File: src/rtl/fps_pkg.sv
`default_nettype none
// ----------------------------------------------------------------------------
// fps_pkg
// shared types, Q16.16 constants and the fixed-point multiply
// ----------------------------------------------------------------------------
package fps_pkg;

  typedef logic signed [31:0] q16_t;

  localparam q16_t Q_PI     = 32'sh0003243F;
  localparam q16_t Q_TWO_PI = 32'sh0006487F;
  localparam q16_t K_LIN    = 32'sh000145F3;
  localparam q16_t K_QUAD   = 32'sh000067C1;
  localparam q16_t K_REFINE = 32'sh0000399A;

  // exact product, floor shift by 16, keep 32 bits
  function automatic q16_t qmul(input q16_t a, input q16_t b);
    logic signed [63:0] p;
    p = 64'(a) * 64'(b);
    return p[47:16];
  endfunction

endpackage : fps_pkg
`default_nettype wire

File: src/rtl/fps_parab.sv
`default_nettype none
// ----------------------------------------------------------------------------
// fps_parab
// parabola y = k_lin*x -/+ k_quad*x*x, two register stages
// ----------------------------------------------------------------------------
module fps_parab (
  input  wire logic          clk,
  input  wire logic          rst,
  input  wire logic          en,
  input  wire logic          in_vld,
  input  wire fps_pkg::q16_t x,
  output logic               vld,
  output fps_pkg::q16_t      y
);
  import fps_pkg::*;

  logic vld_a;
  q16_t lin;
  q16_t xx;
  logic neg;
  q16_t quad;
  q16_t y_next;

  always_ff @(posedge clk) begin
    if (rst) begin
      vld_a <= 1'b0;
      vld   <= 1'b0;
    end else if (en) begin
      vld_a <= in_vld;
      vld   <= vld_a;
    end
  end

  // first stage: linear term and square
  always_ff @(posedge clk) begin
    if (en) begin
      lin <= qmul(K_LIN, x);
      xx  <= qmul(x, x);
      neg <= x[31];
    end
  end

  always_comb begin
    quad = qmul(K_QUAD, xx);
    if (neg) begin
      y_next = lin + quad;
    end else begin
      y_next = lin - quad;
    end
  end

  always_ff @(posedge clk) begin
    if (en) begin
      y <= y_next;
    end
  end

endmodule : fps_parab
`default_nettype wire

File: config.mk
export PLATFORM = sky130hd
export DESIGN_NAME = fps_parab
export DESIGN_NICKNAME = d
export VERILOG_FILES = /design/src/rtl/fps_pkg.sv /design/src/rtl/fps_parab.sv
export SDC_FILE = /design/constraint.sdc
export NUM_CORES = 2
export LEC_CHECK = 0
export BUFFER_PORTS_ARGS = -buffer_cell sky130_fd_sc_hd__buf_4
export CORE_MARGIN = 2
export CORE_UTILIZATION = 50
export CTS_BUF_LIST = sky130_fd_sc_hd__clkbuf_4
export CTS_CLUSTER_DIAMETER = 100
export DETAILED_ROUTE_END_ITERATION = 8
export PLACE_DENSITY = 0.78
export SLEW_MARGIN = 20
export SYNTH_ARGS = -nofsm -noshare
export SYNTH_HDL_FRONTEND = slang
export SYNTH_SLANG_ARGS = --single-unit
File: constraint.sdc
create_clock -name clk -period 11.2 [get_ports clk]
set_input_delay 2.24 -clock clk [delete_from_list [all_inputs] [get_ports clk]]
set_output_delay 2.24 -clock clk [all_outputs]
set_load 0.05 [all_outputs]
# Yosys cells after proc, flatten, opt, wreduce, memory -nomap -nowiden
# Index checks and enable logic that the tools add are counted.
# totals
reg_bits	99
input_bits	36
out_inout_bits	33
word_cells	12
# op_classes
addsub	2
mul	3
mux	1
# ops
operator	n
16-bit by 32-bit multiplier with 48-bit output (first input constant)	1
18-bit by 32-bit multiplier with 48-bit output (first input constant)	1
32-bit by 32-bit multiplier with 48-bit output	1
32-bit adder	1
32-bit 2-to-1 mux	1
32-bit subtractor	1

# Depth between registers and ports, before layout
# logic_depth
depth_word	3
ltp_mapped	36
mapped_depth_nobuf	35

# Worst setup path before layout
# OpenSTA, ideal clock, no wires.
# synth_path
kind	input-to-reg
startpoint	in x[16]
endpoint	reg xx[31] (data pin)
setup_ps	150
arrival_ps	9568
t_required_ps	11050
slack_ps	1482
path_stages	31
path_buffers	2
cell_sequence	clkbuf_1 > inv_1 > buf_1 > nor2_1 > fa_1 > inv_1 > fa_1 > inv_1 > fa_1 > inv_1 > fa_1 > inv_1 > fa_1 > inv_1 > fa_1 > inv_1 > fa_1 > inv_1 > fa_1 > inv_1 > ha_1 > o21ai_0 > nand2b_1 > a31oi_1 > o211ai_1 > o221a_4 > a31o_1 > and3_4 > or3_4 > a2111o_1 > o211ai_2
# synth_between
elab_chain_len	1
# synth_rtl
item	line	text
start: declaration	fps_parab.sv:11	input wire fps_pkg::q16_t x,
32-bit by 32-bit multiplier with 48-bit output	fps_pkg.sv:19	p = 64'(a) * 64'(b);
end signal: assignment	fps_parab.sv:38	xx <= qmul(x, x);
end: declaration	fps_parab.sv:19	q16_t xx;
# No other way between the ends.
# A chain may end at the register's enable or synchronous reset.

# Final worst setup path
# layout_path
startpoint	in x[15]
endpoint	reg xx[31] (data pin)
# Same word-level chain as after synthesis.

==> impl_metrics.toml <==
[status]
run_status = "finished, final reports clean"

[setup_path]
worst-path-buf-inv = 8
cp_common_cell = "fa_1"
critPathCaptureType = "flop"
critPathTopFamily = "adder cells"
data_arrival_time_at_the_worst_slack_endpoint_ps = 10320
cp.required_ps = 11660
path_class = "in -> reg"
critical_path_peak_fanout = 19
critical-path-max-stage-delay_ps = 560
worst_setup_path_start_kind = "primary input"
critical-path-slowest-cell = "fa_1"

[global_route]
grt_max_degree = 63
grt_overflow = 0
grt_first_pass_wirelength_um = 201800
grt_antenna_before_repair = 4
first_global_vias = 37150
grt_util_all_layers_pct = 25.70

[layout]
syn_to_final_growth_pct = 4.334
final_common_cell = "inv_1"
multiInputGateArea_um2 = 39400
area.sequential_um2 = 2953
drive_above_1_share_pct = 3.184
n_fill_cell = 8564
layout.cells.most_common_list = "1760 x inv_1, 1197 x fa_1, 580 x ha_1"
final_nets = 6928

[logic_synthesis]
yosysUniqueCellTypes = 94
netlist_instances = 5102
synth-seq-area-share_pct = 5.982
synth-edff-count = 97
postSynth.asyncResetShare_pct = 0
postSynthNetCount = 6915
postSynthRegisterBits = 99
syn_area_um2 = 49360
postSynthAreaPerCell_um2 = 9.676
yosysWarnings = 0
ys.flop_type = "edfxtp_1"

[clock_network]
clkTransAtPathRegs_ps = 220
cts_hold_repair.buffers = 0
numCtsBuffers = 9
cts.path.max_buffers = 2
post_cts_resized = 0
worstSkewPairLatency_ps = 580
tritoncts = "built"
total_setup_buffers_inserted_after_cts = 0
cts_htree_levels = 3
cts.sinks = 99
clock-root-buffer = "clkbuf_4"

[floorplanning]
die_w_um = 318.2
io_pins = 69
coreArea_um2 = 98130
die_area_um2 = 101300
die_y_um = 318.2
initial_utilization_pct = 50.30
num_rows = 115

[timing]
fin_setup_tns_ps = 0
rsz0062_at_grt = "false"
timing.final.crit_period_ps = 9863
finalHoldViolations = 0
timing.final.max_slew_violations = 0
tightest_slew_ps = 801.2
timing.final.setup_violations = 0
slew-limit-headroom_pct = 46.59
share_of_the_cycle_needed_by_the_critical_path_after_routing_pct = 88.06
fin_skew_ps = 39.96
max_freq_mhz = 101.4

[placement]
detailed_place_hpwl_um = 107900
place_congestion = 0.9585
portBuffers = 68

[route]
route.met3.wl_um = 11600
drt_iter0_markers = 2562
route.vias.total = 33920
routed_wl_um = 126100
dr.max_layer_used = "met5"
detailroute.wirelength.met2_um = 59500
postRouteAntennaNets = 0
detail_route.first_pass.iterations = 6
drc = 0
wire_per_inst_um = 19.66
wl_met1_um = 48630
routed_via_density = 5.292

[hold_path]
holdCritPathClass = "reg -> reg"

[job]
max_cap_viol_count = 0
-- area by class of cell --
class | count | area share [%]
inverters | 1772 | 12.91
clock buffers | 9 | 0.1312
multi-input cells | 3136 | 76.49
well taps | 1287 | 3.127
clock inverters | 7 | 0.1725
diodes | 3 | 0.01458
repair buffers | 97 | 1.414
flip-flops and latches | 99 | 5.733
-- cell families (layout without fill, tap and decap cells) --
| group | Yosys count | count (layout) | synth area share, % |
|---|---|---|---|
| xor+xnor | 198 | 198 | 3.571 |
| fa+ha+maj | 1777 | 1777 | 63.24 |
| compound gates | 391 | 391 | 5.376 |
| flops | 99 | 99 | 5.982 |
| mux | 21 | 21 | 0.4359 |
| buf+inv | 1867 | 1885 | 14.21 |
| other cells | 0 | 3 | 0 |
| simple gates | 749 | 749 | 7.183 |
-- metrics by stage --
stage          cells  utilization (%)  setup WS, ps  hold slack, ps  instance area [µm²]
4_1_cts         6407            52.48          1495           539.0                51500
3_5_place_dp    6391            52.32         817.6           497.2                51340
3_3_place_gp    6391            52.32          1066           475.3                51340
2_1_floorplan   5102                -          1482           460.1                49360
6_report        6410            52.49          1337           533.2                51500
5_1_grt         6408            52.48          1063           592.6                51500
-- layer usage --
metal  vias to the layer above  track usage [%]
met1                     17100            33.58
li1                      14960                -
met5                         -                0
met2                      1505            41.73
met4                         2            11.22
met3                       356            5.126
-- worst reg2reg max path: cells and delay by family, from the launching register on --
kind	cells	cell delay, ps
flops	1	600
simple gates	7	1930
fa+ha+maj	8	3440
compound gates	12	2530
xor+xnor	2	450
buf+inv	4	360
-- synthesized netlist by cell type, drive strengths merged (53+ instances only) --
library cell | instances | area, µm²
and2 | 96 | 604.3
nor2 | 201 | 757.0
clkbuf | 84 | 315.3
a21oi | 122 | 625.6
xor2 | 53 | 464.2
ha | 580 | 7257
fa | 1197 | 23960
xnor2 | 143 | 1252
edfxtp | 97 | 2913
inv | 1763 | 6618
o21ai | 63 | 319.0
nand2 | 270 | 1013
-- registers in the layout (all words and copies together), names as in the netlist --
| name | cells |
|---|---|
| xx | 32 |
| vld_a | 1 |
| lin | 32 |
| y | 32 |
| vld | 1 |
| neg | 1 |
-- path summary, 6_finish.rpt --
path,startpoint,end,slack (ps),cells past startpoint
worst max-delay path,x[15],xx[31],1340,28
worst min-delay path,vld_a,vld_a,530,2
worst max register to register,xx[9],y[31],1710,33
worst min register to register,vld_a,vld_a,530,2
Power is not shown: default switching activity piles up to over one toggle a cycle in this logic, so the estimate is an artifact.
