$ cat src/rtl/fps_pkg.sv
`default_nettype none
// ----------------------------------------------------------------------------
// fps_pkg
// shared types, Q16.16 constants and the fixed-point multiply
// ----------------------------------------------------------------------------
package fps_pkg;

  typedef logic signed [31:0] q16_t;

  localparam q16_t Q_PI     = 32'sh0003243F;
  localparam q16_t Q_TWO_PI = 32'sh0006487F;
  localparam q16_t K_LIN    = 32'sh000145F3;
  localparam q16_t K_QUAD   = 32'sh000067C1;
  localparam q16_t K_REFINE = 32'sh0000399A;

  // exact product, floor shift by 16, keep 32 bits
  function automatic q16_t qmul(input q16_t a, input q16_t b);
    logic signed [63:0] p;
    p = 64'(a) * 64'(b);
    return p[47:16];
  endfunction

endpackage : fps_pkg
`default_nettype wire

$ cat src/rtl/fps_wrap.sv
`default_nettype none
// ----------------------------------------------------------------------------
// fps_wrap
// one conditional 2*pi correction toward the range -pi..pi, one register stage
// ----------------------------------------------------------------------------
module fps_wrap (
  input  wire logic         clk,
  input  wire logic         rst,
  input  wire logic         en,
  input  wire logic         in_vld,
  input  wire fps_pkg::q16_t angle,
  output logic              vld,
  output fps_pkg::q16_t     x
);
  import fps_pkg::*;

  q16_t x_next;

  always_comb begin
    if (angle < -Q_PI) begin
      x_next = angle + Q_TWO_PI;
    end else if (angle > Q_PI) begin
      x_next = angle - Q_TWO_PI;
    end else begin
      x_next = angle;
    end
  end

  always_ff @(posedge clk) begin
    if (rst) begin
      vld <= 1'b0;
    end else if (en) begin
      vld <= in_vld;
    end
  end

  always_ff @(posedge clk) begin
    if (en) begin
      x <= x_next;
    end
  end

endmodule : fps_wrap
`default_nettype wire

$ cat config.mk
export PLATFORM = sky130hd
export DESIGN_NAME = fps_wrap
export DESIGN_NICKNAME = d
export VERILOG_FILES = /design/src/rtl/fps_pkg.sv /design/src/rtl/fps_wrap.sv
export SDC_FILE = /design/constraint.sdc
export NUM_CORES = 1
export LEC_CHECK = 0
export ABC_AREA = 1
export BUFFER_PORTS_ARGS = -buffer_cell sky130_fd_sc_hd__buf_2
export CAP_MARGIN = 30
export CORE_ASPECT_RATIO = 1.1
export CORE_MARGIN = 2
export CORE_UTILIZATION = 60
export DETAILED_ROUTE_END_ITERATION = 8
export PLACE_DENSITY = 0.92
export SLEW_MARGIN = 20
export SYNTH_ARGS = -nofsm -noshare
export SYNTH_HDL_FRONTEND = slang
export SYNTH_SLANG_ARGS = --single-unit
$ cat constraint.sdc
create_clock -name clk -period 3.45 [get_ports clk]
set_input_delay 0.69 -clock clk [delete_from_list [all_inputs] [get_ports clk]]
set_output_delay 0.69 -clock clk [all_outputs]
set_load 0.01 [all_outputs]
== After elaboration in Yosys (flattened, before gate mapping) ==
Index checks and enable logic that the tools add are counted.
Word-level totals
  memories: 0
  word-level logic and storage cells: 8
  ROM bits: 0
  bits in latches: 0
  register bits after elaboration: 33
  input port bits: 36
  RAM bits: 0
  output and inout port bits: 33
Operators by class
  bitwise logic cells: 0
  $add $sub $neg: 2
  multiplexer cells: 2
  equal/unequal tests: 0
  div/mod/pow operators: 0
  reductions and logical operators: 0
  $lt $le $gt $ge: 2
  shift operators: 0
  multiply operators: 0
Operators by type and width (number)
  two-way mux 32 bit: 2
  adder 32 x 20 -> 32 bit, second input constant: 1
  > comparator 32 x 19 -> 1 bit, second input constant: 1
  less-than comparator 32 x 19 -> 1 bit, second input constant: 1
  subtractor 32 x 20 -> 32 bit, second input constant: 1

== Depth between registers and ports, before layout ==
  depth after elaboration: 3
  gate-level depth with buffers: 16
  mapped depth without buffers: 15

== Worst setup path before layout ==
Ideal clock, no wire load.
  kind: in2reg
  from: input port angle[0]
  to: register x[7] (data pin)
  library setup time: 249 ps
  stages on the path: 16
  arrival: 2006 ps
  setup slack: 1195 ps
  data required time: 3201 ps
  buffers on the path: 1
  cells stage by stage: inv_1 -> ha_1 -> nand2_1 -> nor2_1 -> nand2_1 -> nand3_1 -> nand2_1 -> nand2_1 -> nand2_2 -> inv_2 -> buf_2 -> nand2_1 -> nand2_1 -> nand2_1 -> nand2_1 -> inv_1
Between the ends
  word-level cells in the longest chain between the ends: 3
  elaborated cells between the ends (all ways): 6
  those cells by class: 2 x add/sub; 2 x order compare; 2 x mux
Ends and longest elaborated chain
  from (decl): line fps_wrap.sv:11  | input wire fps_pkg::q16_t angle,
  subtractor 32 x 20 -> 32 bit / > comparator 32 x 19 -> 1 bit (equally long branches): line fps_wrap.sv:23, fps_wrap.sv:22
  two-way mux 32 bit: line fps_wrap.sv:22  | end else if (angle > Q_PI) begin
  two-way mux 32 bit *: line fps_wrap.sv:20  | if (angle < -Q_PI) begin
  net x_next[7]: line fps_wrap.sv:17  | q16_t x_next;
  to (signal assigned): line fps_wrap.sv:39  | x <= x_next;
  to (decl): line fps_wrap.sv:13  | output fps_pkg::q16_t x
The timed path passes the listed nets; every way through them passes the cells marked *.
A chain may end at the register's enable or synchronous reset.

== Worst setup path after layout ==
  from: input port angle[0]
  to: register x[3] (data pin)
The elaborated chain is that of the path after synthesis.

==> impl_metrics.tcl <==
set metrics [dict create \
    outcome "finished clean" \
    path_clk_slew_ns 0.07 \
    rows 29 \
    cp_data_required_time_ns 3.48 \
    portBuffers 68 \
    routabilityCongestion 1.03 \
    final_cells 754 \
    post_cts_buffers 0 \
    clk_latency_ns 0.28 \
    rsz0062_at_grt "false" \
    vias 4474 \
    cts_resized 0 \
    ir_drop_uv 179 \
    drc 0 \
    path_cells "buf_2 > inv_1 > ha_1 > nand2_1 > nor2_1 > nand2_1 > nand3_1 > nand2_1 > nand2_1 > nand2_2 > inv_2 > nand2_1 > o21ai_0 > inv_1 > nand2_1 > nand2_1" \
    crit_top_cell "nand2_1" \
    dpl.cell_count 746 \
    fmax_mhz 350 \
    core_area_um2 5770 \
    cts_tree "yes" \
    fin_crit_sh_pct 82.8 \
    n_antenna_cell 0 \
    yosys-top-cells-area "edfxtp_1 27%, nand2_1 26%, nand3_1 8.9%" \
    grt_pass1_wl_mm 18.9 \
    drtIter0Drc 548 \
    avgSynthCellArea_um2 5.81 \
    worst_setup_path_start_kind "primary input" \
    grt-ovfl-total 0 \
    use_met2_pct 56.3 \
    cap_violations 0 \
    cts_buffer_depth 2 \
    cts_inserted_buffers 5 \
    wirelength_mm 11.9 \
    synth_nets 656 \
    grt_pass1_vias 3997 \
    critical_path.max_fanout 29 \
    htree_num_levels 2 \
    end_kind "register" \
    synth_edf_count 32 \
    worst-path-buf-inv 4 \
    critPathKind "in2reg" \
    grt_usage_pct 36.4 \
    holdCritPathClass "reg2reg" \
    synth_seq_cells 33 \
    ant_nets 0 \
    cp_top_family "simple AND/OR/NAND/NOR gates" \
    async_flop_share_pct 0 \
    skew_ns 0 \
    yosysWarnings 0 \
    slew_headroom_pct 44.8 \
    die-area_um2 6620 \
    ys.flop_type "edfxtp_1" \
    cp_slowest_cell "inv_2" \
    antenna_found_initial 0 \
    synth_cell_types 38 \
    fin_setup_tns_ns 0 \
    synthesis.area_um2 3590 \
    leakage_nw 2.10 \
    initial_core_util_pct 62.2 \
    worstMarginPinSlew_ns 0.828 \
    finalHoldViolations 0 \
    finalSetupViolations 0 \
    synthCells 618 \
    pin_count 69 \
    grt_use_met1_pct 50.4 \
    power_density_nw_per_um2 287 \
    area_growth_pct 11.4 \
    grt_start_max_net_pins 34 \
    grt_busiest_layer "met2" \
    root_buffer "clkbuf_8" \
    met3_usage_pct 7.87 \
    first_pass_iters 5 \
    drive_above_1_share_pct 13.9 \
    synth_top_area_share_pct 26.8 \
    die_x_um 77.8 \
    slew_viol_final 0 \
    die_h_um 85.1 \
    cts.sinks 33 \
    fin_crit_ns 2.86 \
    crit_arrival_ns 2.89 \
    place_hpwl_mm 9.28 \
    synth_seq_area_share_pct 27.3 \
    post-synth-top-area-cell "edfxtp_1" \
    fin_nets 714 \
    vias_per_cell 5.93 \
    hold_buffers 0 \
    worst_path_largest_cell_delay_ns 0.46 \
    routedWlPerCell_um 15.8 \
]
## layout by cell type (no fill, tap or decap), drive strengths merged
cell type  netlist  final
a31oi            1      1
clkinvlp         0      1
nor4             2      2
nand3b           6      6
xor2             8      8
nand4           13     13
o22ai            1      1
a41oi            1      1
buf             16     68
a21boi           1      1
o21bai           2      2
and3             2      2
o31ai            1      1
or3              1      1
nor3            15     15
clkbuf           1      5
dfxtp            1      1
and2             2      2
nand3           65     65
inv             74     74
mux2i            1      1
edfxtp          32     32
ha               2      2
nor2            79     79
nand2          256    256
o21ai           14     14
clkinv           1      3
a21oi           18     18
or2              2      2
## tightest hold or removal path: stages, from the launching register on
cell and delay, ns:
dfxtp_1 0.33, mux2i_1 0.07, nor2_1 0.08
## worst paths after layout
path,startpoint,end,slack [ns],cells past startpoint
worst max-delay path,angle[0],x[3],0.59,16
worst max register to register,vld,vld,2.86,2
worst min register to register,vld,vld,0.51,2
worst min-delay path,vld,vld,0.51,2
## metrics by stage
step	setup slack (ns)	area, um2	util, %	hold WS (ns)	power [mW]
floorplan	1.20	3590	-	0.528	0.715
global placement	0.571	3910	67.8	0.478	0.829
detailed placement	0.395	3910	67.8	0.493	0.840
CTS	0.707	4000	69.3	0.514	1.13
global route	0.427	4000	69.3	0.563	1.20
finish	0.593	4000	69.3	0.512	1.15
## where the power goes
group / total [mW] / switching [mW] / leakage (nW) / internal [mW]
logic: 0.349 / 0.242 / 1.74 / 0.107
clock network: 0.305 / 0.166 / 0.0439 / 0.140
registers: 0.495 / 0.00942 / 0.321 / 0.485
total: 1.15 / 0.417 / 2.10 / 0.732
## cell usage after synthesis, types with 3 or more instances
master	n
inv_1	70
xor2_1	8
nand3b_1	6
nor3_1	13
o21ai_0	14
nor2_1	77
nand3_1	64
nand4_1	13
nand2_2	3
nand2_1	252
buf_4	7
edfxtp_1	32
a21oi_1	17
inv_2	4
buf_2	7
## cell type report
type,instances,area [um2]
Inverter,75,283
Clock inverter,3,17.5
Sequential cell,33,981
Multi-Input combinational cell,493,2210
Clock buffer,5,68.8
Timing Repair Buffer,68,340
Fill cell,547,1770
Tap cell,77,96.3
## state kept, by name, indices dropped and copies added, names as in the netlist
signal	count
vld	1
x	32
## logic make-up after synthesis
| family | Yosys count | synth area share, % |
|---|---|---|
| simple gates | 443 | 52.5 |
| buf+inv | 92 | 11.1 |
| compound gates | 39 | 6.20 |
| flops | 33 | 27.3 |
| xor+xnor | 8 | 1.95 |
| fa+ha+maj | 2 | 0.697 |
| mux | 1 | 0.279 |
## layer usage
metal  vias up  share of wire (%)
met5         -                  0
met4         0                3.4
met3        52                 14
met2       357                 43
met1      1969                 40
li1       2096                  -
Power figures use the tool's default switching activity.
